`src/hw/rtl/hkie_pkg.sv`:
```
// Package with the types, constants and pattern table of the transliteration encoder.
`timescale 1ns / 1ps

package hkie_pkg;

   localparam int WIN_DEPTH = 3;
   localparam int NUM_RULES = 24;

   typedef logic [7:0] byte_type;

   // One pattern: up to three source characters and up to three UTF-8 bytes.
   typedef struct packed {
      byte_type   p0;
      byte_type   p1;
      byte_type   p2;
      logic [1:0] plen;
      byte_type   u0;
      byte_type   u1;
      byte_type   u2;
      logic [1:0] ulen;
   } rule_type;

   // Outcome of consuming the head of the window.
   typedef struct packed {
      logic [2:0][7:0] bytes;
      logic [1:0]      len;
      logic [1:0]      drop;
   } match_type;

   // A group of up to three output bytes handed to the output stage.
   typedef struct packed {
      logic            load;
      logic [2:0][7:0] bytes;
      logic [1:0]      len;
      logic            last;
   } grp_type;

   localparam byte_type CHR_LBRACE = 8'h7B;
   localparam byte_type CHR_RBRACE = 8'h7D;

   // Patterns in priority order; the first hit wins.
   localparam rule_type RULES [NUM_RULES] = '{
      '{"A", 8'h00, 8'h00, 2'd1, 8'hC4, 8'h81, 8'h00, 2'd2},
      '{"I", 8'h00, 8'h00, 2'd1, 8'hC4, 8'hAB, 8'h00, 2'd2},
      '{"U", 8'h00, 8'h00, 2'd1, 8'hC5, 8'hAB, 8'h00, 2'd2},
      '{"R", "R",   8'h00, 2'd2, 8'hE1, 8'hB9, 8'h9D, 2'd3},
      '{"R", 8'h00, 8'h00, 2'd1, 8'hE1, 8'hB9, 8'h9B, 2'd3},
      '{"L", "L",   8'h00, 2'd2, 8'hE1, 8'hB8, 8'hB9, 2'd3},
      '{"L", 8'h00, 8'h00, 2'd1, 8'hE1, 8'hB8, 8'hB7, 2'd3},
      '{"a", "a",   8'h00, 2'd2, 8'hC4, 8'h81, 8'h00, 2'd2},
      '{"i", "i",   8'h00, 2'd2, 8'hC4, 8'hAB, 8'h00, 2'd2},
      '{"u", "u",   8'h00, 2'd2, 8'hC5, 8'hAB, 8'h00, 2'd2},
      '{".", "r",   "r",   2'd3, 8'hE1, 8'hB9, 8'h9D, 2'd3},
      '{".", "r",   8'h00, 2'd2, 8'hE1, 8'hB9, 8'h9B, 2'd3},
      '{".", "l",   "l",   2'd3, 8'hE1, 8'hB8, 8'hB9, 2'd3},
      '{".", "l",   8'h00, 2'd2, 8'hE1, 8'hB8, 8'hB7, 2'd3},
      '{"M", 8'h00, 8'h00, 2'd1, 8'hE1, 8'hB9, 8'h83, 2'd3},
      '{"H", 8'h00, 8'h00, 2'd1, 8'hE1, 8'hB8, 8'hA5, 2'd3},
      '{"G", 8'h00, 8'h00, 2'd1, 8'hE1, 8'hB9, 8'h85, 2'd3},
      '{"J", 8'h00, 8'h00, 2'd1, 8'hC3, 8'hB1, 8'h00, 2'd2},
      '{"T", 8'h00, 8'h00, 2'd1, 8'hE1, 8'hB9, 8'hAD, 2'd3},
      '{"D", 8'h00, 8'h00, 2'd1, 8'hE1, 8'hB8, 8'h8D, 2'd3},
      '{"N", 8'h00, 8'h00, 2'd1, 8'hE1, 8'hB9, 8'h87, 2'd3},
      '{"S", 8'h00, 8'h00, 2'd1, 8'hE1, 8'hB9, 8'hA3, 2'd3},
      '{"s", "h",   8'h00, 2'd2, 8'hC5, 8'h9B, 8'h00, 2'd2},
      '{"z", 8'h00, 8'h00, 2'd1, 8'hC5, 8'h9B, 8'h00, 2'd2}
   };

endpackage

```
`src/hw/rtl/hkie_if.sv`:
```
// Valid/ready channel interfaces for source characters and UTF-8 result bytes.
`timescale 1ns / 1ps

interface hkie_req_if;
   logic       valid;
   logic       ready;
   logic [7:0] in_byte;
   logic       in_last;

   modport source (output valid, output in_byte, output in_last, input ready);
   modport sink   (input valid, input in_byte, input in_last, output ready);
endinterface

interface hkie_rsp_if;
   logic       valid;
   logic       ready;
   logic [7:0] out_byte;
   logic       out_valid;
   logic       out_last;

   modport source (output valid, output out_byte, output out_valid, output out_last,
                   input ready);
   modport sink   (input valid, input out_byte, input out_valid, input out_last,
                   output ready);
endinterface

```
`src/hw/rtl/harvard_kyoto_to_iast_encoder_top.sv`:
```
// Top level of the Harvard-Kyoto to IAST UTF-8 transliteration encoder.
`timescale 1ns / 1ps

// The encoder takes one ASCII character per req beat and sends UTF-8 bytes, one per rsp
// beat, with out_last on the final beat of each string and a lone beat with out_valid 0
// when a string produces no bytes. Characters wait in a three-byte window; a character that
// neither fills the window nor ends the string is taken every cycle outside a flush. A
// character that fills the window is taken only while the single group register is free and
// is converted in that cycle; its up to three UTF-8 bytes leave that register one per cycle
// while the result channel is ready. The last character of a string flushes the window: one
// head is consumed per cycle once the group register is free, so a string end takes up to
// three consume steps and up to nine output beats before the next string starts.

module harvard_kyoto_to_iast_encoder_top import hkie_pkg::*; (
   input  logic       clock,
   input  logic       reset,
   hkie_req_if.sink   req_bus,
   hkie_rsp_if.source rsp_bus
);

   grp_type grp;
   logic    grp_free;

   hkie_window u_window (
      .clock    (clock),
      .reset    (reset),
      .req      (req_bus),
      .grp_free (grp_free),
      .grp      (grp)
   );

   hkie_serial u_serial (
      .clock    (clock),
      .reset    (reset),
      .grp      (grp),
      .grp_free (grp_free),
      .rsp      (rsp_bus)
   );

endmodule

```
`src/hw/rtl/hkie_match.sv`:
```
// Pattern matcher that consumes the head of the pending window.
`timescale 1ns / 1ps

module hkie_match import hkie_pkg::*; (
   input  logic [2:0][7:0] win,
   input  logic [1:0]      count,
   output match_type       result
);

   logic [NUM_RULES-1:0] hit;
   logic                 any_hit;

   // Each pattern is checked on its own, only over the bytes that are pending.
   always_comb begin
      for (int r = 0; r < NUM_RULES; r++) begin
         hit[r] = (RULES[r].plen <= count) &&
                  (win[0] == RULES[r].p0) &&
                  ((RULES[r].plen < 2'd2) || (win[1] == RULES[r].p1)) &&
                  ((RULES[r].plen < 2'd3) || (win[2] == RULES[r].p2));
      end
   end

   assign any_hit = |hit;

   // The first pattern in table order wins; otherwise drop the separator or pass through.
   always_comb begin
      result       = '0;
      result.bytes = '0;
      if (any_hit) begin
         for (int r = NUM_RULES - 1; r >= 0; r--) begin
            if (hit[r]) begin
               result.bytes[0] = RULES[r].u0;
               result.bytes[1] = RULES[r].u1;
               result.bytes[2] = RULES[r].u2;
               result.len      = RULES[r].ulen;
               result.drop     = RULES[r].plen;
            end
         end
      end else if ((count >= 2'd2) && (win[0] == CHR_LBRACE) && (win[1] == CHR_RBRACE)) begin
         result.len  = 2'd0;
         result.drop = 2'd2;
      end else begin
         result.bytes[0] = win[0];
         result.len      = 2'd1;
         result.drop     = 2'd1;
      end
   end

endmodule

```
`src/hw/rtl/hkie_serial.sv`:
```
// Output stage that holds one group of result bytes and sends it a beat at a time.
`timescale 1ns / 1ps

module hkie_serial import hkie_pkg::*; (
   input  logic           clock,
   input  logic           reset,
   input  grp_type        grp,
   output logic           grp_free,
   hkie_rsp_if.source     rsp
);

   logic            valid_ff, valid_in;
   logic [1:0]      idx_ff, idx_in;
   logic [2:0][7:0] bytes_ff, bytes_in;
   logic [1:0]      len_ff, len_in;
   logic            last_ff, last_in;
   logic            final_beat;
   logic            beat;

   // An empty group is the end marker and goes out as a single beat.
   assign final_beat = (len_ff == 2'd0) || (idx_ff == len_ff - 2'd1);
   assign beat       = valid_ff && rsp.ready;
   assign grp_free   = !valid_ff || (beat && final_beat);

   // Group register and beat index.
   always_comb begin
      valid_in = valid_ff;
      idx_in   = idx_ff;
      bytes_in = bytes_ff;
      len_in   = len_ff;
      last_in  = last_ff;
      if (grp.load && grp_free) begin
         valid_in = 1'b1;
         idx_in   = 2'd0;
         bytes_in = grp.bytes;
         len_in   = grp.len;
         last_in  = grp.last;
      end else if (beat && final_beat) begin
         valid_in = 1'b0;
      end else if (beat) begin
         idx_in = idx_ff + 2'd1;
      end
   end

   always_ff @(posedge clock) begin
      if (reset) begin
         valid_ff <= 1'b0;
         idx_ff   <= 2'd0;
      end else begin
         valid_ff <= valid_in;
         idx_ff   <= idx_in;
      end
      bytes_ff <= bytes_in;
      len_ff   <= len_in;
      last_ff  <= last_in;
   end

   // Result channel drive.
   assign rsp.valid     = valid_ff;
   assign rsp.out_byte  = (len_ff == 2'd0) ? 8'h00 : bytes_ff[idx_ff];
   assign rsp.out_valid = (len_ff != 2'd0);
   assign rsp.out_last  = last_ff && final_beat;

   // The beat index stays inside the group that is being sent.
   a_idx_in_group: assert property (@(posedge clock) disable iff (reset)
      valid_ff && (len_ff != 2'd0) |-> idx_ff < len_ff)
      else $error("beat index past end of group");

   // A new group is never loaded over one that still has beats to send.
   a_no_overwrite: assert property (@(posedge clock) disable iff (reset)
      valid_ff && !rsp.ready |=> $stable(bytes_ff) && $stable(len_ff) && valid_ff)
      else $error("group changed while a beat was stalled");

endmodule

```
`src/hw/rtl/hkie_window.sv`:
```
// Pending window, flush control and the single consume step per cycle.
`timescale 1ns / 1ps

module hkie_window import hkie_pkg::*; (
   input  logic        clock,
   input  logic        reset,
   hkie_req_if.sink    req,
   input  logic        grp_free,
   output grp_type     grp
);

   logic [2:0][7:0] win_ff, win_in;
   logic [1:0]      count_ff, count_in;
   logic            flush_ff, flush_in;

   logic [2:0][7:0] win_app;
   logic [1:0]      count_app;
   logic [2:0][7:0] eng_win;
   logic [1:0]      eng_cnt;
   logic [2:0][7:0] rem_win;
   logic [1:0]      rem_cnt;
   logic            accept;
   logic            consume;
   logic            last_mode;
   logic            rem_brace;
   logic            done;
   match_type       mres;

   // A beat that fills the window or ends the string needs the output stage free.
   assign req.ready = !flush_ff &&
                      (grp_free || ((count_ff != 2'd2) && !req.in_last));
   assign accept    = req.valid && req.ready;

   // Window with the incoming character appended.
   always_comb begin
      win_app           = win_ff;
      win_app[count_ff] = req.in_byte;
   end
   assign count_app = count_ff + 2'd1;

   // While flushing, the stored window is consumed; otherwise the appended one.
   assign eng_win   = flush_ff ? win_ff : win_app;
   assign eng_cnt   = flush_ff ? count_ff : count_app;
   assign last_mode = flush_ff || req.in_last;
   assign consume   = flush_ff ? grp_free
                               : (accept && ((count_ff == 2'd2) || req.in_last));

   hkie_match u_match (
      .win    (eng_win),
      .count  (eng_cnt),
      .result (mres)
   );

   // Shift out the consumed bytes.
   always_comb begin
      rem_win = '0;
      unique case (mres.drop)
         2'd1: begin
            rem_win[0] = eng_win[1];
            rem_win[1] = eng_win[2];
         end
         2'd2: begin
            rem_win[0] = eng_win[2];
         end
         default: begin
            rem_win = (mres.drop == 2'd0) ? eng_win : '0;
         end
      endcase
   end
   assign rem_cnt = eng_cnt - mres.drop;

   // A leftover separator pair emits nothing, so the current group already ends the string.
   assign rem_brace = (rem_cnt == 2'd2) && (rem_win[0] == CHR_LBRACE) &&
                      (rem_win[1] == CHR_RBRACE);
   assign done      = last_mode && ((rem_cnt == 2'd0) || rem_brace);

   // Group handed to the output stage; an empty final group is the end marker.
   always_comb begin
      grp       = '0;
      grp.load  = consume && ((mres.len != 2'd0) || done);
      grp.bytes = mres.bytes;
      grp.len   = mres.len;
      grp.last  = done;
   end

   // Window state update.
   always_comb begin
      win_in   = win_ff;
      count_in = count_ff;
      flush_in = flush_ff;
      if (consume) begin
         win_in   = done ? '0 : rem_win;
         count_in = done ? 2'd0 : rem_cnt;
         flush_in = last_mode && !done;
      end else if (accept) begin
         win_in   = win_app;
         count_in = count_app;
      end
   end

   always_ff @(posedge clock) begin
      if (reset) begin
         win_ff   <= '0;
         count_ff <= 2'd0;
         flush_ff <= 1'b0;
      end else begin
         win_ff   <= win_in;
         count_ff <= count_in;
         flush_ff <= flush_in;
      end
   end

   // Outside a flush the window never rests full.
   a_not_full: assert property (@(posedge clock) disable iff (reset)
      !flush_ff |-> count_ff != 2'd3)
      else $error("window left full outside a flush");

   // A flush only runs while bytes are pending.
   a_flush_pending: assert property (@(posedge clock) disable iff (reset)
      flush_ff |-> count_ff != 2'd0)
      else $error("flush with empty window");

   // Consuming always removes at least one pending byte.
   a_drop_nonzero: assert property (@(posedge clock) disable iff (reset)
      consume |-> (mres.drop != 2'd0) && (mres.drop <= eng_cnt))
      else $error("consume step dropped no byte or too many");

endmodule

```
`src/flat_wrapper.sv`:
```
// flat-port wrapper written by rule: the top's interface ports become plain ports
module harvard_kyoto_to_iast_encoder_top_flat import hkie_pkg::*;
  (clock, reset, req_bus_valid, req_bus_in_byte, req_bus_in_last, req_bus_ready, rsp_bus_valid, rsp_bus_out_byte, rsp_bus_out_valid, rsp_bus_out_last, rsp_bus_ready);
  hkie_req_if req_bus_i ();
  hkie_rsp_if rsp_bus_i ();
  input  logic clock;
  input  logic reset;
  input wire logic [$bits(req_bus_i.valid)-1:0] req_bus_valid;
  input wire logic [$bits(req_bus_i.in_byte)-1:0] req_bus_in_byte;
  input wire logic [$bits(req_bus_i.in_last)-1:0] req_bus_in_last;
  output wire logic [$bits(req_bus_i.ready)-1:0] req_bus_ready;
  output wire logic [$bits(rsp_bus_i.valid)-1:0] rsp_bus_valid;
  output wire logic [$bits(rsp_bus_i.out_byte)-1:0] rsp_bus_out_byte;
  output wire logic [$bits(rsp_bus_i.out_valid)-1:0] rsp_bus_out_valid;
  output wire logic [$bits(rsp_bus_i.out_last)-1:0] rsp_bus_out_last;
  input wire logic [$bits(rsp_bus_i.ready)-1:0] rsp_bus_ready;
  assign req_bus_i.valid = req_bus_valid;
  assign req_bus_i.in_byte = req_bus_in_byte;
  assign req_bus_i.in_last = req_bus_in_last;
  assign req_bus_ready = req_bus_i.ready;
  assign rsp_bus_valid = rsp_bus_i.valid;
  assign rsp_bus_out_byte = rsp_bus_i.out_byte;
  assign rsp_bus_out_valid = rsp_bus_i.out_valid;
  assign rsp_bus_out_last = rsp_bus_i.out_last;
  assign rsp_bus_i.ready = rsp_bus_ready;
  harvard_kyoto_to_iast_encoder_top u_core (.clock(clock), .reset(reset), .req_bus(req_bus_i), .rsp_bus(rsp_bus_i));
endmodule
```
`config.mk`:
```
export PLATFORM = sky130hd
export DESIGN_NAME = harvard_kyoto_to_iast_encoder_top_flat
export DESIGN_NICKNAME = d
export VERILOG_FILES = /design/src/hw/rtl/hkie_pkg.sv /design/src/hw/rtl/hkie_if.sv /design/src/hw/rtl/harvard_kyoto_to_iast_encoder_top.sv /design/src/hw/rtl/hkie_match.sv /design/src/hw/rtl/hkie_serial.sv /design/src/hw/rtl/hkie_window.sv /design/src/flat_wrapper.sv
export SDC_FILE = /design/constraint.sdc
export NUM_CORES = 1
export LEC_CHECK = 0
export ABC_AREA = 1
export BUFFER_PORTS_ARGS = -buffer_cell sky130_fd_sc_hd__buf_2
export CORE_MARGIN = 1
export CORE_UTILIZATION = 50
export CTS_BUF_LIST = sky130_fd_sc_hd__clkbuf_16
export DETAILED_ROUTE_END_ITERATION = 16
export MAX_ROUTING_LAYER = met4
export PLACE_DENSITY_LB_ADDON = 0.15
export RECOVER_POWER = 50
export SKIP_LAST_GASP = 1
export SYNTH_ARGS = -nofsm -noshare
export SYNTH_HDL_FRONTEND = slang
export SYNTH_SLANG_ARGS = --single-unit
export TNS_END_PERCENT = 100
```
`constraint.sdc`:
```
create_clock -name clock -period 5.8 [get_ports clock]
set_input_delay 0.87 -clock clock [delete_from_list [all_inputs] [get_ports clock]]
set_output_delay 0.87 -clock clock [all_outputs]
set_load 0.05 [all_outputs]
```
# After elaboration in Yosys (flattened, before gate mapping)
# Index checks and enable logic that the tools add are counted.
[word_totals] elab_cells=195 output_inout_bits=12 inputBits=13 register_bits=57
[op_classes] bitwise_logic=2 n_lt_le_gt_ge=7 muxes=48 reduce_logical=77 addsub=4 eq_ne=39
[op_table] op="$mux W28" count=20
[op_table] op="$eq A8 B7 Y1 const B" count=32
[op_table] op="$mux W24" count=5
[op_table] op="$mux W20" count=4
[op_table] op="$logic_and A1 B1 Y1" count=50
[op_table] op="$reduce_or A24 Y1" count=2
[op_table] op="$mux W8" count=5
[op_table] op="$pmux W8 S2" count=2
[op_table] op="$bwmux W24" count=1
[op_table] op="$bmux W8 S2" count=1
[op_table] op="$demux W8 S2" count=1
[op_table] op="$mux W12" count=1
[op_table] op="$eq A8 B6 Y1 const B" count=1
[op_table] op="$mux W2" count=4
[op_table] op="$reduce_bool A2 Y1" count=4
[op_table] op="$logic_or A1 B1 Y1" count=7
[op_table] op="$eq A2 B2 Y1 const B" count=3
[op_table] op="$logic_not A2 Y1" count=3
[op_table] op="$lt A2 B3 Y1 const B" count=2
[op_table] op="$reduce_or A2 Y1" count=3
[op_table] op="$reduce_or A6 Y1" count=1
[op_table] op="$reduce_or A5 Y1" count=1
[op_table] op="$add A2 B1 Y2 const B" count=2
[op_table] op="$le A2 B2 Y1 const A" count=2
[op_table] op="14 further kinds" count=20

# Logic depth before layout (Yosys ltp)
# Gate-level depths: netlist of run 1.
[logic_depth] ltp_word=45 mapped_depth=37 ltp_nobuf=36

# By module
# A second synthesis of run 1 with hierarchy kept.
[unflattened] cells_unflattened=806 area_unflattened_um2=5069.9
[by_module_without_submodules] mod="hkie_window" cells_per_inst=463 n_inst=1 seq_area_each_um2=540.5 area_per_inst_um2=2713.9
[by_module_without_submodules] mod="hkie_serial" cells_per_inst=111 n_inst=1 seq_area_each_um2=870.8 area_per_inst_um2=1233.7
[by_module_without_submodules] mod="hkie_match" cells_per_inst=232 n_inst=1 seq_area_each_um2=0.0 area_per_inst_um2=1122.3

# Least setup slack after synthesis of run 1
# No wires, ideal clock.
[synth_path] kind="register -> register" startpoint="reg u_core.u_window.count_ff[0]" endpoint="reg u_core.u_serial.bytes_ff[0] (netlist name) (enable)" slack_ps=965 required_time_ps=5422 synth_period_minus_slack_ps=4835 n_path_buf=2 arrival_ps=4458 stages_incl_launch_ff=35 cell_sequence="dfxtp_1 > inv_1 > ha_1 > buf_2 > inv_2 > nand2_1 > nand3_1 > nand2_2 > nor2_2 > inv_2 > nor2_4 > inv_2 > nor2_4 > nand2_1 > nand2_1 > nor2_2 > nand3_1 > nor3b_4 > nand2_2 > inv_2 > nor2_4 > a21oi_4 > ha_1 > inv_1 > nand2_1 > clkbuf_1 > o221ai_1 > nand2_1 > nor3_1 > nand4_1 > nand3_2 > nand3_4 > nand2_1 > nand2_1 > inv_1"
[synth_lines] item="start, declared" line_no="hkie_window.sv:13" rtl="logic [1:0] count_ff, count_in;"
[synth_lines] item="start signal, assigned" line_no="hkie_window.sv:108" rtl="count_ff <= count_in;"
[synth_lines] item="end signal, assigned" line_no="hkie_serial.sv:53" rtl="bytes_ff <= bytes_in;"
[synth_lines] item="end, declared" line_no="hkie_serial.sv:14" rtl="logic [2:0][7:0] bytes_ff, bytes_in;"

# Worst setup path after layout of run 1
[layout_path] startpoint="reg u_core.u_window.count_ff[0]" endpoint="reg u_core.u_serial.bytes_ff[9] (netlist name) (enable)"
[layout_between] elab_chain_len=44 word_cells_on_any_way=135 classes_between="add/sub (2); order compare (6); eq/ne (38); mux (35); reduce/logical (54)"
[layout_rtl] item="$lt A2 B3 Y1 (not written as such) / $ge A2 B1 Y1 (equally long branches)" line_no="hkie_window.sv:37" rtl="win_app[count_ff] = req.in_byte;"
[layout_rtl] item="$logic_and A1 B1 Y1 (not written as such)" line_no="hkie_window.sv:37"
[layout_rtl] item="$mux W8 (not written as such)" line_no="hkie_window.sv:37"
[layout_rtl] item="$demux W8 S2" line_no="hkie_window.sv:37"
[layout_rtl] item="$bwmux W24" line_no="hkie_window.sv:37"
[layout_rtl] item="$mux W24" line_no="hkie_window.sv:42" rtl="assign eng_win = flush_ff ? win_ff : win_app;"
[layout_rtl] item="$eq A8 B7 Y1" line_no="hkie_match.sv:17" rtl="(win[0] == RULES[r].p0) &&"
[layout_rtl] item="$logic_and A1 B1 Y1" line_no="hkie_match.sv:16" rtl="hit[r] = (RULES[r].plen <= count) &&"
[layout_rtl] item="[27 not listed]"
[layout_rtl] item="$pmux W8 S2" line_no="hkie_window.sv:57" rtl="unique case (mres.drop)"
[layout_rtl] item="$eq A8 B7 Y1" line_no="hkie_window.sv:73" rtl="assign rem_brace = (rem_cnt == 2'd2) && (rem_win[0] == CHR_LBRACE) &&"
[layout_rtl] item="$logic_and A1 B1 Y1 (2 in series)" line_no="hkie_window.sv:73"
[layout_rtl] item="$logic_or A1 B1 Y1" line_no="hkie_window.sv:75" rtl="assign done = last_mode && ((rem_cnt == 2'd0) || rem_brace);"
[layout_rtl] item="$logic_and A1 B1 Y1" line_no="hkie_window.sv:75"
[layout_rtl] item="$logic_or A1 B1 Y1" line_no="hkie_window.sv:80" rtl="grp.load = consume && ((mres.len != 2'd0) || done);"
[layout_rtl] item="$logic_and A1 B1 Y1 *" line_no="hkie_window.sv:80"
[layout_rtl] item="$logic_and A1 B1 Y1 *" line_no="hkie_serial.sv:32" rtl="if (grp.load && grp_free) begin"
# Every way passes the cells marked *; elsewhere a longest branch is shown, timed or not.
# A chain may end at the register's enable or synchronous reset.

==> run metrics, run 1 <==
Final Cycle Share 91.6%; total gr overflow 0; via count 5027; Hold Path Class reg2reg; postcts setup bufs 0; n_diodes 0; PwrDens 704 mW/mm²; Top cell by count, worst path nand2_1; iteration count of the initial detailed-routing pass 9; warnings from Yosys 0; Post-synth EDFFs 23; first-pass GRT wire length 24600 µm; fmax 188 MHz; critical path data required time 5.78 ns; most frequent cells in the layout 177 x nand2_1, 74 x nor2_1, 73 x nand3_1; Syn Nets 749; Post-Route WL 15300 µm; WL per Instance 18.0 µm; Worst-Skew Late Latency 0.30 ns; endpoints failing hold 0; Detailed Route Iter0 Violations 451; FF+latch count, synth 53; worst-case clock buffer depth 2; Clock Skew 0.0122 ns; Max-Slew Margin vs Limit 35.1%; Core ar. 0.00885 mm²; critical path peak fanout 23; CTS tree yes; initial antenna violation count 0; maximum vdd drop 0.000287 V; clk root buf clkbuf_16; # rows 34; Seq/Total Area, Yosys 27.9%; Synth Area per Inst 6.36 µm²; status complete, no violations; initial core utilization 52.3%; Max Slew Vio Count 0; Pleak 2.26 nW; GPL Wtd Cong 0.992; Design Power 3.52 mW; setup violators final 0; final setup TNS 0 ns; worst reg2reg startpoint u_core.u_window.count_ff[0]; # clock sinks 53; hold buffers post-CTS 0; Post-Synthesis Cell Area 0.00463 mm²; Worst EP arrival 5.30 ns; chip height 98.2 µm; final net count 763; Tmin final 5.32 ns; largest net degree at the start of global routing 43; htree depth 2; synthesized instance count 728; critical path's slowest cell dfxtp_1; Distinct cells, synth 48; DRC Markers 0; Synth Flop Type dfxtp_1; Num CTS Buffers 5; number of antenna-violating nets in the routed design 0; Fillers 882; Max stage delay on crit path 0.40 ns; DP HPWL 11500 µm; share of cells above drive strength 1 13.1%; die area 0.00965 mm²; gr usage total 33.5%; Worst setup SP type flip-flop; commonest non-fill, non-tap cell in the layout nand2_1; hold_sp u_core.u_window.win_ff[18]; Setup crit start u_core.u_window.count_ff[0]; I/O pin count 25; max-capacitance violation count 0; chip width 98.2 µm; final worst setup slack 0.484 ns; CP Capture Type flip-flop; Worst-Margin Slew 0.972 ns; Fin Hold WS 0.558 ns; Reg clk slew, reported paths 0.08 ns; vias in the first global route 4668; area delta synth->final 7.95%; Place WS 0.304 ns; asr flop ratio synth 0%; I/O Buffers 24; Avg Vias per Cell 5.91; CP Class reg2reg
## area by class of cell
type | count | area [µm²] | share of cell area [%]
Inverter | 86 | 323 | 6.46
Clock inverter | 3 | 65.1 | 1.30
Multi-Input combinational cell | 561 | 2870 | 57.4
Tap cell | 108 | 135 | 2.70
Timing Repair Buffer | 35 | 191 | 3.83
Sequential cell | 53 | 1290 | 25.8
Clock buffer | 5 | 125 | 2.50
## per-stage QoR
stage,instances,instance area (µm²),util [%]
after floorplan,728,4630,-
after detailed placement,843,4810,54.3
after CTS,851,5000,56.5
after global placement,843,4810,54.3
final,851,5000,56.5
after global routing,851,5000,56.5
## report_power, final
part / internal, mW / switching [mW] / total (mW)
Combinational: 0.652 / 1.80 / 2.45
Sequential: 0.591 / 0.0787 / 0.670
Clock: 0.247 / 0.146 / 0.392
Total: 1.49 / 2.03 / 3.52
## critical path, delay by kind of cell (launching register included)
family	cells	cell delay, ns
flip-flops	1	0.40
adder cells (fa/ha/maj)	2	0.55
AO/OA/AOI/OAI	4	0.68
AND/OR/NAND/NOR	20	2.44
buffers and inverters	7	0.91
## worst paths after layout
path,to,slack [ns],cells past startpoint
hold reg to reg,u_core.u_window.win_ff[18],0.56,2
setup / recovery,u_core.u_serial.bytes_ff[9],0.48,33
setup reg to reg,u_core.u_serial.bytes_ff[9],0.48,33
hold / removal,u_core.u_window.win_ff[18],0.56,2
## Yosys cell counts (6+ instances only)
master	count	area share, %
o21ai_1	10	1.1
buf_2	10	1.1
nand2_1	180	15
ha_1	8	2.2
o21ai_0	59	6.4
a21oi_1	38	4.1
nor2_1	75	6.1
edfxtp_1	23	15
inv_1	67	5.4
nor2_2	8	1.1
dfxtp_1	30	13
nand3_1	73	7.9
inv_2	18	1.5
nor3_1	12	1.3
nand3_2	8	1.7
nand4_1	19	2.6
nand2_2	10	1.4
clkbuf_1	10	0.81
o22ai_1	9	1.2
or2_0	6	0.81
## timing repair
item / CTS / global route
setup endpoints to repair: 0 / 48
endpoints found under the hold margin: 0 / 0
resized for setup: 0 / 7
## logic make-up after synthesis
kind of cell               after synthesis  share of synthesized area, %
DFF                                     53                          27.9
buffers and inverters                  114                          10.4
xor gates and xnor gates                 4                         0.757
AOI/OAI and AO/OA                      134                          16.4
and+or+nand+nor                        415                          42.4
adders and majority gates                8                          2.16
## routing by layer
metal	vias up	track usage, %	wire [µm]	part of all wire, %
met2	245	50.2	6750	44
met1	2308	47.4	6840	45
met5	-	-	0	0
met3	21	4.87	1460	9.6
li1	2453	-	-	-
met4	0	8.50	225	1.5
## sequential cells by signal, summed over array words and instances (netlist names)
register,cells
u_core.u_serial.rsp.valid,1
u_core.u_serial.bytes_ff,20
u_core.u_serial.len_ff,2
u_core.u_window.win_ff,24
u_core.u_serial.last_ff,1
u_core.u_window.flush_ff,1
u_core.u_serial.idx_ff,2
u_core.u_window.count_ff,2
Power figures use the tool's default switching activity.
==> run 2, diff against run 1 <==
--- a/config.mk
+++ b/config.mk
@@ -5,7 +5,7 @@
 export SDC_FILE = /design/constraint.sdc
 export NUM_CORES = 1
 export LEC_CHECK = 0
-export ABC_AREA = 1
+export ABC_AREA = 0
 export BUFFER_PORTS_ARGS = -buffer_cell sky130_fd_sc_hd__buf_2
 export CORE_MARGIN = 1
 export CORE_UTILIZATION = 50
==> constraint.sdc (replaced) <==
create_clock -name clock -period 4.9 [get_ports clock]
set_input_delay 0.735 -clock clock [delete_from_list [all_inputs] [get_ports clock]]
set_output_delay 0.735 -clock clock [all_outputs]
set_load 0.05 [all_outputs]
==> run 2 against run 1 <==
  * The flow now finishes with violations (negative setup slack)
  * First-iteration DRC count shrank 26%
  * Worst setup slack lost 0.54 ns
  * Synthesized area grew 4.0%
  * Critical path depth shrank 12
  * Critical path type unchanged
  * Largest cell class unchanged
  * Largest power group unchanged
  * Highest routed layer unchanged
==> run metrics, run 2 <==
status complete, but fails checks (was complete, no violations); violated checks negative setup slack; critical path's slowest cell a222oi_1 (was dfxtp_1); Critical Path, Cell by Cell inv_4 -> ha_4 -> nor2b_4 -> buf_12 -> buf_6 -> nor3_1 -> o21ai_0 -> nor3_2 -> nand2_1 -> nand2_1 -> a21oi_2 -> o31a_1 -> ha_4 -> nor2b_2 -> a222oi_1 -> a2111oi_2 -> and4b_2 -> o31ai_4 -> a21oi_4 -> buf_6 -> buf_12; Max stage delay on crit path 0.48 ns (was 0.40 ns); Pleak 2.65 nW (was 2.26 nW); Avg Vias per Cell 6.26 (was 5.91); DRC Markers 0 (unchanged); WP buf/inv 5 (was 7); Top reg by flops u_core.u_window.win_ff (unchanged); sw power 2.23 mW (was 2.03 mW); # clock sinks 53 (unchanged); most frequent cells in the layout 132 x buf_4, 47 x o21ai_0, 44 x nor2_1 (was 177 x nand2_1, 74 x nor2_1, 73 x nand3_1); max-capacitance violation count 0 (unchanged); endpoints failing hold 0 (unchanged); initial antenna violation count 0 (unchanged); hold buffers post-CTS 0 (unchanged); Synth Area per Inst 8.29 µm² (was 6.36 µm²); Max Slew Vio Count 0 (unchanged); final net count 731 (was 763); fmax 202 MHz (was 188 MHz); share of cells above drive strength 1 37.8% (was 13.1%); synthesized instance count 581 (was 728); Fillers 745 (was 882); vias in the first global route 5040 (was 4668); Area contributors post-synth edfxtp_1 14%, dfxtp_1 12%, mux2i_1 10% (was edfxtp_1 15%, nand2_1 15%, dfxtp_1 13%); Clock Skew 0.00693 ns (was 0.0122 ns); Core ar. 0.00928 mm² (was 0.00885 mm²); Distinct cells, synth 78 (was 48); Reg clk slew, reported paths 0.07 ns (was 0.08 ns); Worst-Margin Slew 1.03 ns (was 0.972 ns); clock share of power 8.7% (was 11.2%); CTS tree yes (unchanged); initial core utilization 51.9% (was 52.3%); top routing layer used met4 (unchanged); GPL Wtd Cong 1.03 (was 0.992); chip width 100 µm (was 98.2 µm); net switching fraction of the power 47.3% (was 57.6%); post-synth top area share 14.3% (was 14.9%); # rows 35 (was 34); clk root buf clkbuf_16 (unchanged); gr usage total 35.7% (was 33.5%); M1 wire length 7220 µm (was 6840 µm); Tmin final 4.96 ns (was 5.32 ns); largest net degree at the start of global routing 38 (was 43); footprint of the multi-input gates 0.00363 mm² (was 0.00287 mm²); worst reg2reg startpoint u_core.u_window.count_ff[1] (was u_core.u_window.count_ff[0]); number of antenna-violating nets in the routed design 0 (unchanged); RSZ-0062 raised after global routing yes; Finished Layout Cells 840 (was 851); die area 0.0100 mm² (was 0.00965 mm²); total gr overflow 0 (unchanged); Worst setup SP type flip-flop (unchanged); DP HPWL 13300 µm (was 11500 µm); Post-synth EDFFs 23 (unchanged); asr flop ratio synth 0% (unchanged); hold_sp u_core.u_window.win_ff[5] (was u_core.u_window.win_ff[18]); Final Cycle Share 101% (was 91.6%); Worst EP arrival 5.02 ns (was 5.30 ns); Post-DP Area 0.00598 mm² (was 0.00481 mm²); logic gate share of total power 72.5% (was 69.8%); placed cell count 818 (was 843); worst-case clock buffer depth 2 (unchanged); via count 5257 (was 5027); n_diodes 0 (unchanged); maximum vdd drop 0.000450 V (was 0.000287 V); Max-Slew Margin vs Limit 30.7% (was 35.1%); chip height 100 µm (was 98.2 µm); setup violators final 23 (was 0); final setup TNS -1.36 ns (was 0 ns); critical path peak fanout 12 (was 23); final worst setup slack -0.0599 ns (was 0.484 ns); routed length on met2 8360 µm (was 6750 µm); post-synth top area cell edfxtp_1 (unchanged); sequential share of power 18.8% (was 19.0%); Met3 Routed Length 1030 µm (was 1460 µm); Design Power 4.73 mW (was 3.52 mW); htree depth 2 (unchanged); design area 0.00664 mm² (was 0.00500 mm²); Sequential Area 0.00130 mm² (was 0.00129 mm²); WL per Instance 20.7 µm (was 18.0 µm); iteration count of the initial detailed-routing pass 5 (was 9); area delta synth->final 37.8% (was 7.95%); commonest non-fill, non-tap cell in the layout buf_4 (was nand2_1); Worst-Skew Late Latency 0.30 ns (about the same); Hold Path Class reg2reg (unchanged); Largest regs u_core.u_window.win_ff (24), u_core.u_serial.bytes_ff (20) (unchanged); CP Class reg2reg (unchanged); max reg flops 24 (unchanged); commonest cells in the netlist 48 x mux2i_1, 48 x o21ai_0, 45 x nor2_1 (was 180 x nand2_1, 75 x nor2_1, 73 x nand3_1); Seq/Total Area, Yosys 26.8% (was 27.9%); Setup crit start u_core.u_window.count_ff[1] (was u_core.u_window.count_ff[0]); I/O pin count 25 (unchanged); crit-path leading delay family compound AO/OA/AOI/OAI gates (was simple AND/OR/NAND/NOR gates); Post-Route WL 17400 µm (was 15300 µm); warnings from Yosys 0 (unchanged); I/O Buffers 24 (unchanged); Detailed Route Iter0 Violations 335 (was 451); Num CTS Buffers 5 (unchanged); first-pass GRT wire length 26700 µm (was 24600 µm); Syn Nets 602 (was 749); FF+latch count, synth 53 (unchanged); CP Capture Type flip-flop (unchanged); critical path data required time 4.96 ns (was 5.78 ns); PwrDens 712 mW/mm² (was 704 mW/mm²); Post-Synthesis Cell Area 0.00481 mm² (was 0.00463 mm²); Synth Flop Type dfxtp_1 (unchanged); Pint 2.49 mW (was 1.49 mW)
## run 2: changes by cell type after synthesis, moves of 12 or more
| cell | previous run | this run |
|---|---|---|
| clkbuf_1 | 10 | 32 |
| inv_1 | 67 | 16 |
| inv_2 | 18 | 1 |
| mux2_2 | 0 | 21 |
| mux2i_1 | 0 | 48 |
| nand2_1 | 180 | 33 |
| nand2b_1 | 0 | 13 |
| nand3_1 | 73 | 18 |
| nor2_1 | 75 | 45 |
| nor2b_1 | 0 | 12 |
| o22ai_1 | 9 | 26 |
## run 2: final timing paths
kind / to / slack [ns] / cells after the start
worst min register to register: u_core.u_window.win_ff[5] / 0.60 / 2
worst max-delay path: u_core.u_serial.bytes_ff[18] / -0.06 / 21
worst max register to register: u_core.u_serial.bytes_ff[18] / -0.06 / 21
worst min-delay path: u_core.u_window.win_ff[5] / 0.60 / 2
## run 2: kinds of logic (layout without fill, tap and decap cells)
family                     count (synthesis)  in the layout  share of synthesized area (%)
xor gates and xnor gates                   7              7                           1.27
DFF                                       53             53                           26.8
AOI/OAI and AO/OA                        179            179                           24.6
and+or+nand+nor                          196            197                           23.0
buffers and inverters                     65            194                           6.13
adders and majority gates                  8              8                           2.08
muxes                                     73             73                           16.1
## run 2: what timing repair did
action                     CTS  global route
setup endpoints to repair   50            51
cloned                       2             1
setup buffers                4             7
pin swaps                   11            14
gates resized for setup     26            50
## run 2: power groups by stage
stage	sequential, mW	clock, mW	combinational (mW)
after floorplan	0.816	0	2.00
after global placement	0.862	0	2.95
after detailed placement	0.872	0	2.99
after CTS	0.868	0.415	3.16
after global routing	0.904	0.432	3.63
final	0.888	0.410	3.43
## run 2: stage by stage
| step | hold WS (ns) | util (%) | worst slack, ns |
|---|---|---|---|
| after floorplan | 0.530 | - | -0.171 |
| after global placement | 0.563 | 64.4 | -0.247 |
| after detailed placement | 0.576 | 64.4 | -0.279 |
| after CTS | 0.600 | 68.4 | -0.0138 |
| after global routing | 0.649 | 71.5 | -0.174 |
| final | 0.604 | 71.5 | -0.0599 |
## run 2: area by class of cell
type | count | share of cell area [%]
clock buffers | 5 | 1.89
inverters | 18 | 1.13
well taps | 129 | 2.43
flip-flops and latches | 53 | 19.6
multi-input cells | 464 | 54.8
clock inverters | 3 | 0.679
repair buffers | 168 | 19.6
## run 2: routing by layer
metal | vias to the layer above | global-route usage [%]
met2 | 225 | 59.6
met5 | - | -
met4 | 0 | 15.3
met3 | 49 | 4.60
li1 | 2461 | -
met1 | 2522 | 43.4
## run 2: worst min-delay path, stage by stage (launching register included)
cell	delay (ns)
dfxtp_1	0.39
o211ai_1	0.13
o41ai_2	0.06
